## src/hw/rtl/ppr_pkg.sv

```systemverilog
// Shared widths and controller/datapath interface types for the port priority remapper.
package ppr_pkg;

  localparam int unsigned PortW  = 3;
  localparam int unsigned PrioW  = 3;
  localparam int unsigned PowerW = 16;
  localparam int unsigned TotalW = 17;
  localparam int unsigned UpW    = 6;

  typedef struct packed {
    logic load;
    logic emit;
    logic last;
  } cmd_t;

  typedef struct packed {
    logic req_ok;
    logic slot_free;
  } status_t;

endpackage

```

## src/hw/rtl/ppr_ctrl.sv

```systemverilog
// Controller FSM: accepts a request, then one rank beat per cycle while slot_free.
module ppr_ctrl #(
  parameter int unsigned PORTS = 6
) (
  input  logic            clk_i,
  input  logic            rst_ni,
  input  logic            in_valid_i,
  output logic            in_ready_o,
  input  ppr_pkg::status_t status_i,
  output ppr_pkg::cmd_t   cmd_o
);

  localparam int unsigned CntW = $clog2(PORTS);

  typedef enum logic [1:0] {
    StIdle = 2'b01,
    StRank = 2'b10
  } state_e;

  state_e state_q, state_d;
  logic [CntW-1:0] cnt_q, cnt_d;

  assign in_ready_o  = (state_q == StIdle);
  assign cmd_o.load  = (state_q == StIdle) && in_valid_i && status_i.req_ok;
  assign cmd_o.emit  = (state_q == StRank) && status_i.slot_free;
  assign cmd_o.last  = (cnt_q == CntW'(PORTS - 1));

  always_comb begin
    state_d = state_q;
    cnt_d   = cnt_q;
    case (state_q)
      StIdle: begin
        if (cmd_o.load) begin
          state_d = StRank;
          cnt_d   = '0;
        end
      end
      StRank: begin
        if (cmd_o.emit) begin
          cnt_d = cnt_q + CntW'(1);
          if (cmd_o.last) begin
            state_d = StIdle;
          end
        end
      end
      default: begin
        state_d = StIdle;
      end
    endcase
  end

  always_ff @(posedge clk_i or negedge rst_ni) begin
    if (!rst_ni) begin
      state_q <= StIdle;
      cnt_q   <= '0;
    end else begin
      state_q <= state_d;
      cnt_q   <= cnt_d;
    end
  end

endmodule

```

## src/hw/rtl/ppr_datapath.sv

```systemverilog
// Datapath: per-port request store, cleanup, rank selection and output beat register.
module ppr_datapath #(
  parameter int unsigned PORTS        = 6,
  parameter int unsigned MAX_PRIORITY = 6
) (
  input  logic                          clk_i,
  input  logic                          rst_ni,
  input  ppr_pkg::cmd_t                 cmd_i,
  output ppr_pkg::status_t              status_o,
  input  logic [ppr_pkg::PortW-1:0]     port_i,
  input  logic [ppr_pkg::PrioW-1:0]     priority_req_i,
  input  logic [ppr_pkg::PowerW-1:0]    power_12v_i,
  input  logic [ppr_pkg::PowerW-1:0]    power_48v_i,
  input  logic [ppr_pkg::UpW-1:0]       ports_up_i,
  output logic                          out_valid_o,
  input  logic                          out_ready_i,
  output logic [ppr_pkg::PortW-1:0]     ranked_port_o,
  output logic [ppr_pkg::PrioW-1:0]     remapped_priority_o,
  output logic [ppr_pkg::PrioW-1:0]     requested_level_o,
  output logic                          priority_changed_o,
  output logic [ppr_pkg::TotalW-1:0]    total_power_o,
  output logic                          last_o
);

  localparam int unsigned IdxW = $clog2(PORTS);

  logic [ppr_pkg::PrioW-1:0]  req_q  [PORTS];
  logic [ppr_pkg::PowerW-1:0] p12_q  [PORTS];
  logic [ppr_pkg::PowerW-1:0] p48_q  [PORTS];
  logic [ppr_pkg::PrioW-1:0]  act_q  [PORTS];
  logic [PORTS-1:0]           done_q;
  logic [ppr_pkg::PrioW-1:0]  next_q;

  logic                       out_valid_q;
  logic [ppr_pkg::PortW-1:0]  ranked_q;
  logic [ppr_pkg::PrioW-1:0]  remap_q;
  logic [ppr_pkg::PrioW-1:0]  level_q;
  logic                       changed_q;
  logic [ppr_pkg::TotalW-1:0] total_q;
  logic                       last_q;

  logic [IdxW-1:0]            best;
  logic                       found;
  logic [ppr_pkg::PrioW-1:0]  remap;

  assign status_o.req_ok    = (int'(port_i) < PORTS) && (int'(priority_req_i) <= MAX_PRIORITY);
  assign status_o.slot_free = !out_valid_q || out_ready_i;

  // highest request first, higher port index wins ties
  always_comb begin
    best  = '0;
    found = 1'b0;
    for (int j = 0; j < PORTS; j++) begin
      if (!done_q[j] && (!found || req_q[j] >= req_q[best])) begin
        best  = IdxW'(j);
        found = 1'b1;
      end
    end
  end

  assign remap = (req_q[best] != '0) ? next_q : '0;

  always_ff @(posedge clk_i or negedge rst_ni) begin
    if (!rst_ni) begin
      for (int j = 0; j < PORTS; j++) begin
        req_q[j] <= '0;
        p12_q[j] <= '0;
        p48_q[j] <= '0;
        act_q[j] <= '0;
      end
      done_q <= '0;
      next_q <= ppr_pkg::PrioW'(MAX_PRIORITY);
    end else if (cmd_i.load) begin
      for (int j = 0; j < PORTS; j++) begin
        if (port_i[IdxW-1:0] == IdxW'(j)) begin
          if (priority_req_i != '0 && !ports_up_i[j]) begin
            req_q[j] <= '0;
            p12_q[j] <= '0;
            p48_q[j] <= '0;
          end else begin
            req_q[j] <= priority_req_i;
            p12_q[j] <= power_12v_i;
            p48_q[j] <= power_48v_i;
          end
        end else if (req_q[j] != '0 && !ports_up_i[j]) begin
          req_q[j] <= '0;
          p12_q[j] <= '0;
          p48_q[j] <= '0;
        end
      end
      done_q <= '0;
      next_q <= ppr_pkg::PrioW'(MAX_PRIORITY);
    end else if (cmd_i.emit) begin
      done_q[best] <= 1'b1;
      act_q[best]  <= remap;
      if (req_q[best] != '0) begin
        next_q <= next_q - ppr_pkg::PrioW'(1);
      end
    end
  end

  always_ff @(posedge clk_i or negedge rst_ni) begin
    if (!rst_ni) begin
      out_valid_q <= 1'b0;
    end else if (cmd_i.emit) begin
      out_valid_q <= 1'b1;
    end else if (out_ready_i) begin
      out_valid_q <= 1'b0;
    end
  end

  always_ff @(posedge clk_i) begin
    if (cmd_i.emit) begin
      ranked_q  <= ppr_pkg::PortW'(best);
      remap_q   <= remap;
      level_q   <= req_q[best];
      changed_q <= (act_q[best] != remap);
      total_q   <= ppr_pkg::TotalW'(p12_q[best]) + ppr_pkg::TotalW'(p48_q[best]);
      last_q    <= cmd_i.last;
    end
  end

  assign out_valid_o         = out_valid_q;
  assign ranked_port_o       = ranked_q;
  assign remapped_priority_o = remap_q;
  assign requested_level_o   = level_q;
  assign priority_changed_o  = changed_q;
  assign total_power_o       = total_q;
  assign last_o              = last_q;

  a_emit_slot_free: assert property (@(posedge clk_i) disable iff (!rst_ni)
    cmd_i.emit |-> (!out_valid_q || out_ready_i))
    else $error("beat loaded over an untaken beat");

  a_emit_has_port: assert property (@(posedge clk_i) disable iff (!rst_ni)
    cmd_i.emit |-> found)
    else $error("rank beat with no port left");

  a_load_clears_done: assert property (@(posedge clk_i) disable iff (!rst_ni)
    cmd_i.load |=> (done_q == '0))
    else $error("rank mask not cleared on load");

  a_last_all_done: assert property (@(posedge clk_i) disable iff (!rst_ni)
    (cmd_i.emit && cmd_i.last) |=> (&done_q))
    else $error("last beat with ports left unranked");

endmodule

```

## src/hw/rtl/port_priority_remapper.sv

```systemverilog
// Top level of the port priority remapper: controller plus datapath.
// An accepted request with a valid port and priority is stored, with any port
// whose link is down losing a nonzero request and its power; the block then
// gives PORTS result beats, one per cycle while out_ready_i is high, highest
// remapped priority first, with last_o on the final beat. The rank selector
// picks one port per beat; a rejected request is taken and gives no beat.
// in_ready_o is high whenever no ranking run is in progress.
module port_priority_remapper #(
  parameter int unsigned PORTS        = 6,
  parameter int unsigned MAX_PRIORITY = 6
) (
  input  logic                          clk_i,
  input  logic                          rst_ni,
  input  logic                          in_valid_i,
  output logic                          in_ready_o,
  input  logic [ppr_pkg::PortW-1:0]     port_i,
  input  logic [ppr_pkg::PrioW-1:0]     priority_req_i,
  input  logic [ppr_pkg::PowerW-1:0]    power_12v_i,
  input  logic [ppr_pkg::PowerW-1:0]    power_48v_i,
  input  logic [ppr_pkg::UpW-1:0]       ports_up_i,
  output logic                          out_valid_o,
  input  logic                          out_ready_i,
  output logic [ppr_pkg::PortW-1:0]     ranked_port_o,
  output logic [ppr_pkg::PrioW-1:0]     remapped_priority_o,
  output logic [ppr_pkg::PrioW-1:0]     requested_level_o,
  output logic                          priority_changed_o,
  output logic [ppr_pkg::TotalW-1:0]    total_power_o,
  output logic                          last_o
);

  ppr_pkg::cmd_t    cmd;
  ppr_pkg::status_t status;

  ppr_ctrl #(
    .PORTS (PORTS)
  ) u_ctrl (
    .clk_i      (clk_i),
    .rst_ni     (rst_ni),
    .in_valid_i (in_valid_i),
    .in_ready_o (in_ready_o),
    .status_i   (status),
    .cmd_o      (cmd)
  );

  ppr_datapath #(
    .PORTS        (PORTS),
    .MAX_PRIORITY (MAX_PRIORITY)
  ) u_datapath (
    .clk_i               (clk_i),
    .rst_ni              (rst_ni),
    .cmd_i               (cmd),
    .status_o            (status),
    .port_i              (port_i),
    .priority_req_i      (priority_req_i),
    .power_12v_i         (power_12v_i),
    .power_48v_i         (power_48v_i),
    .ports_up_i          (ports_up_i),
    .out_valid_o         (out_valid_o),
    .out_ready_i         (out_ready_i),
    .ranked_port_o       (ranked_port_o),
    .remapped_priority_o (remapped_priority_o),
    .requested_level_o   (requested_level_o),
    .priority_changed_o  (priority_changed_o),
    .total_power_o       (total_power_o),
    .last_o              (last_o)
  );

endmodule
```

## config.mk

```make
export PLATFORM = sky130hd
export DESIGN_NAME = port_priority_remapper
export DESIGN_NICKNAME = d
export VERILOG_FILES = /design/src/hw/rtl/ppr_pkg.sv /design/src/hw/rtl/ppr_ctrl.sv /design/src/hw/rtl/ppr_datapath.sv /design/src/hw/rtl/port_priority_remapper.sv
export SDC_FILE = /design/constraint.sdc
export NUM_CORES = 1
export LEC_CHECK = 0
export BUFFER_PORTS_ARGS = -buffer_cell sky130_fd_sc_hd__buf_2
export CAP_MARGIN = 5
export CORE_UTILIZATION = 50
export DETAILED_ROUTE_END_ITERATION = 16
export PLACE_DENSITY_LB_ADDON = 0.2
export SKIP_LAST_GASP = 1
export SYNTH_ARGS = -nofsm -noshare
export SYNTH_HDL_FRONTEND = slang
export SYNTH_SLANG_ARGS = --single-unit
```

## constraint.sdc

```tcl
create_clock -name clk_i -period 20 [get_ports clk_i]
set_input_delay 0 -clock clk_i [delete_from_list [all_inputs] [get_ports clk_i]]
set_output_delay 0 -clock clk_i [all_outputs]
set_load 0.01 [all_outputs]
```

Word level (Yosys, flattened, before mapping) --
Cells that the tools add are included.
Operators by class: add/subtract/negate cells 3, multiply operators 0, divide/modulo/power cells 0, magnitude comparators 15, equal/unequal tests 12, shift operators 0, muxes and demuxes 102, bitwise gates (word level) 7, reductions and logical operators 74
Operators with widths (number):
- two-way mux 16 bit | 34
- two-way mux 3 bit | 41
- binary-select mux 16 bit (select 3 bit) | 2
- binary-select mux 3 bit (select 3 bit) | 6
- nonzero test 3 bit | 8
- logical AND 1 bit | 23
- >= comparator 4 bit (second input constant) | 5
- NOT 3 -> 4 bit | 5
- nonzero test 2 bit | 10
- bitwise mux 18 bit | 1
- adder 16 x 16 -> 17 bit | 1
- logical NOT 1 bit | 16
- AND reduction 2 bit | 8
- >= comparator 3 bit | 5
- two-way mux 6 bit | 2
- demux 3 bit (select 3 bit) | 1
- == test 3 bit (second input constant) | 3
- two-way mux 1 bit | 9
- == test 3 x 2 -> 1 bit (second input constant) | 2
- logical OR 1 bit | 6
- two-way mux 2 bit | 3
- OR 6 bit | 1
- one-hot mux 3 bit (2 select lines) | 1
- AND reduction 3 bit | 2
- other kinds (17) | 18
Storage, ports and cells: register bits 271, latch bits 0, bits in writable memories 0, ROM bits 0, logic and storage cells 248, memories kept 0

Depth between registers and ports, before layout --
Gate-level depths: netlist of the first run.
word-level depth 44, depth in mapped cells 53

Modules after synthesis --
From an unflattened synthesis of the first run, not the netlist that was laid out.
Second synthesis, totals: cells, all modules 1289, area total of the unflattened synthesis 12834.8 um2
Modules (own cells, without submodules):
- ppr_datapath | times used 1, cells each 1264, area each 12569.6 um2
- ppr_ctrl | times used 1, cells each 25, area each 265.3 um2

Least setup slack after synthesis of the first run --
OpenSTA, ideal clock, no wires.
path kind register -> register, start point register u_datapath.req_q[12] in the netlist's numbering, end point register u_datapath.total_q (netlist bit u_datapath.total_power_o[14]), data pin, library setup time 258 ps, data arrival time 10435 ps, data required time 19742 ps, slack 9307 ps, cell stages (with the launch flop) 51, buffers on the path 6, period minus slack after synthesis 10693 ps, cells stage by stage dfrtp_1 -> inv_1 -> ha_1 -> nand2b_1 -> a2111o_1 -> nand2_1 -> nand2_1 -> o21ai_0 -> ha_1 -> nand2b_1 -> a2111o_1 -> nand2_1 -> mux2i_1 -> ha_1 -> nand2b_1 -> a2111o_1 -> a22oi_4 -> buf_2 -> [15 not listed] -> a21o_1 -> clkbuf_1 -> clkbuf_1 -> clkbuf_1 -> a31oi_1 -> a221oi_1 -> ha_1 -> inv_1 -> fa_1 -> nor2b_1 -> o21ai_0 -> a21oi_1 -> o21ai_0 -> a211oi_1 -> nor2_1 -> a211o_1 -> o21a_1 -> xnor2_1
Between the ends: cells in the longest elaborated chain, start to end 41
Ends and longest elaborated chain:
- from (decl) | line ppr_datapath.sv:27 | logic [ppr_pkg::PrioW-1:0] req_q [PORTS];
- from (signal, indexed assignment) | line ppr_datapath.sv:81 | req_q[j] <= priority_req_i;
- >= comparator 3 bit | line ppr_datapath.sv:54 | if (!done_q[j] && (!found || req_q[j] >= req_q[best])) begin
- logical OR 1 bit | line ppr_datapath.sv:54
- logical AND 1 bit | line ppr_datapath.sv:54
- two-way mux 1 bit | line ppr_datapath.sv:54
- NOT 3 -> 4 bit (not written as such) | line ppr_datapath.sv:54
- binary-select mux 3 bit (select 3 bit) | line ppr_datapath.sv:54
- two-way mux 3 bit (not written as such) (2 in series) | line ppr_datapath.sv:54
- >= comparator 3 bit | line ppr_datapath.sv:54
- [23 not listed]
- >= comparator 3 bit | line ppr_datapath.sv:54
- logical OR 1 bit | line ppr_datapath.sv:54
- logical AND 1 bit | line ppr_datapath.sv:54
- two-way mux 3 bit (*) | line ppr_datapath.sv:54
- NOT 3 -> 4 bit (not written as such) (*) | line ppr_datapath.sv:118 | total_q <= ppr_pkg::TotalW'(p12_q[best]) + ppr_pkg::TotalW'(p48_q[best]);
- binary-select mux 16 bit (select 3 bit) | line ppr_datapath.sv:118
- two-way mux 16 bit (not written as such) (2 in series) | line ppr_datapath.sv:118
- adder 16 x 16 -> 17 bit (*) | line ppr_datapath.sv:118
- to (signal assigned) | line ppr_datapath.sv:118
- to (decl) | line ppr_datapath.sv:39 | logic [ppr_pkg::TotalW-1:0] total_q;
Every way passes the cells marked *; elsewhere a longest branch is shown, timed or not. The select of a mux whose other input is x is not followed. A chain may end at the register's enable or synchronous reset.

Worst setup path in the final report of the first run --
Same ends and word-level chain as after synthesis.

==> flow_metrics.env, run 1 <==
export IMPL_run_status="complete, but fails checks"
export IMPL_violations="DRC"
export IMPL_gp_congestion=0.873
export IMPL_ant_nets=0
export IMPL_clk_latency_ps=560
export IMPL_cp_required_ps=20310
export IMPL_syn_area_sq_mm=0.0135
export IMPL_worstMarginPinSlew_ps=1100
export IMPL_clock_sinks=271
export IMPL_relSlewSlack=0.264
export IMPL_drt_pre_antenna_iters=10
export IMPL_synth_top_area_share=0.445
export IMPL_fin_nets=1562
export IMPL_syn2layout_area_growth_pct=15.8
export IMPL_grt_start_max_net_pins=115
export IMPL_post_dp_hpwl_um=22600
export IMPL_port_buffer_count=77
export IMPL_final_cell_area_sq_mm=0.0156
export IMPL_finalCritPeriodShare=0.600
export IMPL_ios=78
export IMPL_cts_reportedPaths_clkPinSlew_ps=60
export IMPL_hp_class="in -> async"
export IMPL_cpMostUsedCell="ha_1"
export IMPL_wl_um=38200
export IMPL_async_flop_share=0.897
export IMPL_drive_gt1_frac=0.131
export IMPL_synth_most_common_cell="nand2_1"
export IMPL_overflow=0
export IMPL_drtIter0Drc=1016
export IMPL_timing_critical_path_buf_inv=4
export IMPL_htreeDepth=1
export IMPL_cp_data_arrival_time_ps=12300
export IMPL_synth_edf_count=28
export IMPL_placed_cell_area_sq_mm=0.0142
export IMPL_leakagePower_nw=7.07
export IMPL_die_w_um=166
export IMPL_yosys_top_cells_count="nand2_1, dfrtp_1, o21ai_0"
export IMPL_slew_violations=0
export IMPL_grt_pass1_vias=11353
export IMPL_setup_viol=0
export IMPL_maxCapViolations=0
export IMPL_start_util=0.513
export IMPL_cts_tree="done"
export IMPL_cp_end_kind="register"
export IMPL_max_freq_mhz=83.4
export IMPL_rows=59
export IMPL_synth_avg_cell_area_sq_um=9.64
export IMPL_period_needed_ps=11990
export IMPL_start_kind="register"
export IMPL_ys_ff_latch=271
export IMPL_avgViaCountPerCell=6.22
export IMPL_slowest_stage="a21o_2"
export IMPL_synthesis_nets=1485
export IMPL_powerDensity_mw_per_mm2=152
export IMPL_vias=11410
export IMPL_synth_warnings=0
export IMPL_cts_root_buffer="clkbuf_16"
export IMPL_synth_top_area_cell="dfrtp_1"
export IMPL_design_core_area_sq_mm=0.0263
export IMPL_syn_inst=1400
export IMPL_synthFlopType="dfrtp_1"
export IMPL_finClkSkew_ps=21.9
export IMPL_criticalPathCategory="reg -> reg"
export IMPL_grt_pass1_wl_um=61700
export IMPL_gr_usage_all_layers=0.280
export IMPL_drt_wirelength_per_cell_um=20.8
export IMPL_drc=3
export IMPL_cts_buffers=29
export IMPL_path_delay_family="compound AO/OA/AOI/OAI gates"
export IMPL_synth_cell_type_count=69
export IMPL_rsz0062_at_grt="false"
export IMPL_die_area_sq_mm=0.0276
export IMPL_cp_max_fo=51
export IMPL_ir_drop_mv=0.0942
export IMPL_seq_area_frac_synth=0.513
export IMPL_antenna_cells=0
export IMPL_antenna_found_initial=0
export IMPL_dieHeight_um=166
export IMPL_hold_viol=0
export IMPL_synth_area_top_cells="dfrtp_1, nand2_1, o21ai_0"
export IMPL_max_stage_delay_ps=750
export IMPL_cts_resized=0
export IMPL_setup_tns_ps=0
export IMPL_cts_path_max_buffers=3
registers in the layout, summed over array words and instances, names as in the netlist, 3 cells and up:
name                            flops
u_datapath.p48_q                   96
u_datapath.total_power_o           17
u_datapath.requested_level_o        3
u_ctrl.cnt_q                        3
u_datapath.ranked_port_o            3
u_datapath.remapped_priority_o      3
u_datapath.act_q                   18
u_datapath.done_q                   6
u_datapath.p12_q                   96
u_datapath.req_q                   18
u_datapath.next_q                   3
cells by family (layout without fill, tap and decap cells):
kind of cell | after synthesis | after routing | share of synthesized area
flops | 271 | 271 | 0.513
fa+ha+maj | 37 | 37 | 0.0349
xor+xnor | 12 | 12 | 0.00779
mux | 29 | 29 | 0.0234
buf+inv | 131 | 231 | 0.0380
compound gates | 457 | 457 | 0.226
simple gates | 463 | 463 | 0.157
final cells by class:
class                   count  area [sq um]
fillers                  2343         10700
inverters                  31           116
clock inverters             7          88.8
flip-flops and latches    271          6930
repair buffers            146          1040
multi-input cells         998          6180
well taps                 335           419
clock buffers              47           853
routing by layer:
layer  global-route usage  wire length, um  up-vias
li1                     -                -     5259
met1                0.388            16600     5637
met2                0.447            17600      440
met3               0.0469             3010       74
met4               0.0962             1000        0
met5                    0                0        -
worst paths after layout:
check                                                  from                                     end  slack (ps)  depth (start not counted)
max reg2reg                u_datapath.req_q[12]$_DFFE_PN0P_  u_datapath.total_power_o[14]$_DFFE_PP_        8010                         45
min reg2reg                u_datapath.p48_q[49]$_DFFE_PN0P_        u_datapath.p48_q[49]$_DFFE_PN0P_         470                          2
min in group clk_i                           power_12v_i[8]        u_datapath.p12_q[40]$_DFFE_PN0P_         260                          3
max in group asynchronous                            rst_ni        u_datapath.p12_q[34]$_DFFE_PN0P_       18340                          3
max                        u_datapath.req_q[12]$_DFFE_PN0P_  u_datapath.total_power_o[14]$_DFFE_PP_        8010                         45
min                                                  rst_ni      u_datapath.out_valid_o$_DFFE_PN0P_          90                          2
through the flow:
| step | setup slack (ps) | instances | utilization | power, W | hold WS [ps] |
|---|---|---|---|---|---|
| floorplan | 9310 | 1400 | - | 0.00152 | -296 |
| global placement | 8450 | 1731 | 0.540 | 0.00180 | 134 |
| detailed placement | 8160 | 1731 | 0.540 | 0.00182 | 127 |
| CTS | 8110 | 1835 | 0.595 | 0.00237 | 145 |
| global route | 7270 | 1835 | 0.595 | 0.00252 | 179 |
| finish | 8010 | 1835 | 0.595 | 0.00237 | 92.0 |
timing repair:
action | 4_1_cts | 5_1_grt
endpoints found under the hold margin | 328 | 0
setup buffers | 0 | 0
hold buffers | 50 | 0
placed cells by master (no fill, tap or decap), types with 12 or more instances in the layout:
master / synthesis / final
buf_4: 0 / 19
and3_1: 62 / 62
clkbuf_1: 85 / 12
mux2_2: 20 / 20
nor3_1: 25 / 25
a31oi_1: 32 / 32
a32o_1: 64 / 64
a21oi_1: 81 / 80
dfrtp_1: 240 / 240
edfxtp_1: 28 / 28
ha_1: 36 / 36
clkbuf_16: 0 / 29
nand3_1: 17 / 17
inv_1: 29 / 29
nor2_1: 36 / 33
a221oi_1: 32 / 32
dlygate4sd3_1: 0 / 50
nand2_1: 283 / 283
o21ai_0: 173 / 166
buf_2: 5 / 76
where the power goes:
part           switching, W  internal (W)
combinational      0.000636      0.000349
sequential        0.0000943      0.000758
clock              0.000215      0.000316
Note: power is estimated with default switching activity, not from simulation.
==> run 2: changes to the inputs <==
- ABC_AREA: default -> 1
- clock period: 20 -> 12 ns (I/O delays scaled with it)
==> flow_metrics.env, run 2 <==
export IMPL_grt_pass1_vias=10860
export IMPL_cts_buffers=30
export IMPL_cpMostUsedCell="nand2_1"
export IMPL_start_util=0.509
export IMPL_ant_nets=0
export IMPL_synth_top_area_share=0.453
export IMPL_syn_area_sq_mm=0.0133
export IMPL_port_buffer_count=77
export IMPL_hold_viol=0
export IMPL_reg_largest_list="u_datapath.p12_q: 96 flops, u_datapath.p48_q: 96 flops"
export IMPL_max_stage_delay_ps=610
export IMPL_slew_violations=0
export IMPL_async_flop_share=0.897
export IMPL_avgViaCountPerCell=5.86
export IMPL_post_dp_hpwl_um=22700
export IMPL_synth_avg_cell_area_sq_um=8.94
export IMPL_drc=0
export IMPL_mostFrequentLayoutCells="inv_1, dfrtp_1, nand2_1, o22ai_1, a21oi_1"
export IMPL_syn_inst=1483
export IMPL_dieHeight_um=165
export IMPL_cts_path_max_buffers=3
export IMPL_wl_um=38400
export IMPL_grt_start_max_net_pins=125
export IMPL_synth_cell_type_count=48
export IMPL_synth_top_area_cell="dfrtp_1"
export IMPL_synth_warnings=0
export IMPL_die_w_um=165
export IMPL_rsz0062_at_grt="false"
export IMPL_clock_sinks=271
export IMPL_fin_util=0.592
export IMPL_antenna_cells=0
export IMPL_ys_ff_latch=271
export IMPL_synthesis_nets=1568
export IMPL_cp_required_ps=12300
export IMPL_max_freq_mhz=103
export IMPL_ios=78
export IMPL_cp_max_fo=69
export IMPL_grt_pass1_wl_um=60700
export IMPL_fin_hold_ws_ps=44.0
export IMPL_run_status="finished clean"
export IMPL_setup_viol=0
export IMPL_cp_data_arrival_time_ps=10000
export IMPL_cp_end_kind="register"
export IMPL_design_core_area_sq_mm=0.0261
export IMPL_synthFlopType="dfrtp_1"
export IMPL_clk_latency_ps=550
export IMPL_r2r_slack_ps=2300
export IMPL_maxCapViolations=0
export IMPL_finClkSkew_ps=16.6
export IMPL_synth_area_top_cells="dfrtp_1, o22ai_1, inv_1"
export IMPL_gr_usage_all_layers=0.291
export IMPL_htreeDepth=1
export IMPL_slowest_stage="inv_1"
export IMPL_vias=11356
export IMPL_drive_gt1_frac=0.125
export IMPL_layout_commonest_cell="inv_1"
export IMPL_start_kind="register"
export IMPL_relSlewSlack=0.351
export IMPL_rows=59
export IMPL_die_area_sq_mm=0.0272
export IMPL_criticalPathCategory="reg -> reg"
export IMPL_syn2layout_area_growth_pct=16.4
export IMPL_synth_most_common_cell="inv_1"
export IMPL_antenna_found_initial=1
export IMPL_drtIter0Drc=1021
export IMPL_synth_edf_count=28
export IMPL_period_needed_ps=9700
export IMPL_worstMarginPinSlew_ps=967
export IMPL_overflow=0
export IMPL_fin_nets=1665
export IMPL_drt_wirelength_per_cell_um=19.8
export IMPL_cts_tree="done"
export IMPL_cts_root_buffer="clkbuf_16"
export IMPL_drt_pre_antenna_iters=5
export IMPL_seq_area_frac_synth=0.522
export IMPL_gp_congestion=0.917
export IMPL_setup_tns_ps=0
export IMPL_hp_class="in -> reg"
export IMPL_cts_reportedPaths_clkPinSlew_ps=60
export IMPL_finalCritPeriodShare=0.808
export IMPL_yosys_top_cells_count="inv_1, dfrtp_1, nand2_1"
run 2: changes by cell type after synthesis, moves of 33 or more:
cell,previous run,this run
a32o_1,64,0
and3_1,62,0
inv_1,29,265
nand2_1,283,199
nand3_1,17,50
o21ai_0,173,85
o21ai_1,3,45
o22ai_1,2,194
run 2: final cells by class:
type,instances,area [sq um]
clock buffer,44,885
clock inverter,10,81.3
fill,2275,10600
inverter,272,1030
multi-input combinational,857,5040
sequential,271,6930
tap,335,419
timing repair buffer,148,1050
run 2: final timing paths:
path                                                   from                                endpoint  cells after the start
setup reg to reg           u_datapath.req_q[17]$_DFFE_PN0P_  u_datapath.total_power_o[14]$_DFFE_PP_                     59
min in group asynchronous                            rst_ni        u_datapath.p48_q[85]$_DFFE_PN0P_                      2
setup / recovery           u_datapath.req_q[17]$_DFFE_PN0P_  u_datapath.total_power_o[14]$_DFFE_PP_                     59
max in group asynchronous                            rst_ni        u_datapath.p12_q[64]$_DFFE_PN0P_                      3
hold / removal                                    port_i[2]        u_datapath.p48_q[63]$_DFFE_PN0P_                      5
hold reg to reg            u_datapath.act_q[12]$_DFFE_PN0P_        u_datapath.act_q[12]$_DFFE_PN0P_                      2
run 2: cells by family after synthesis:
family,count (synthesis),synth area share
buffers and inverters,355,0.106
xor gates and xnor gates,15,0.00991
adders and majority gates,37,0.0355
muxes,1,0.000755
DFF,271,0.522
AOI/OAI and AO/OA,478,0.212
and+or+nand+nor,326,0.114
run 2: critical path, delay by kind of cell (launching register included):
| kind | cells | cell delay, ps |
|---|---|---|
| fa+ha+maj | 7 | 1960 |
| simple gates | 31 | 3580 |
| buf+inv | 6 | 1040 |
| xor+xnor | 1 | 140 |
| compound gates | 14 | 2300 |
| flops | 1 | 410 |
run 2: repair_timing:
item	4_1_cts	5_1_grt
gates resized for setup	0	0
hold endpoints to repair	332	0
setup buffers	0	0
hold buffers	50	0
run 2: per-layer routing:
layer,global-route usage,vias up,wire (um)
li1,-,5270,-
met1,0.420,5520,17200
met2,0.446,491,17300
met3,0.0520,75,2930
met4,0.0855,0,941
met5,0,-,0
run 2: through the flow:
step	instance area, sq um	worst slack (ps)	std cells
finish	15400	2300	1937
global route	15400	1250	1937
CTS	15400	2420	1937
detailed placement	14000	2430	1833
global placement	14000	2690	1833
floorplan	13300	3830	1483
Power of run 2 is not shown: default switching activity piles up to over one toggle a cycle in this logic, so the estimate is an artifact.
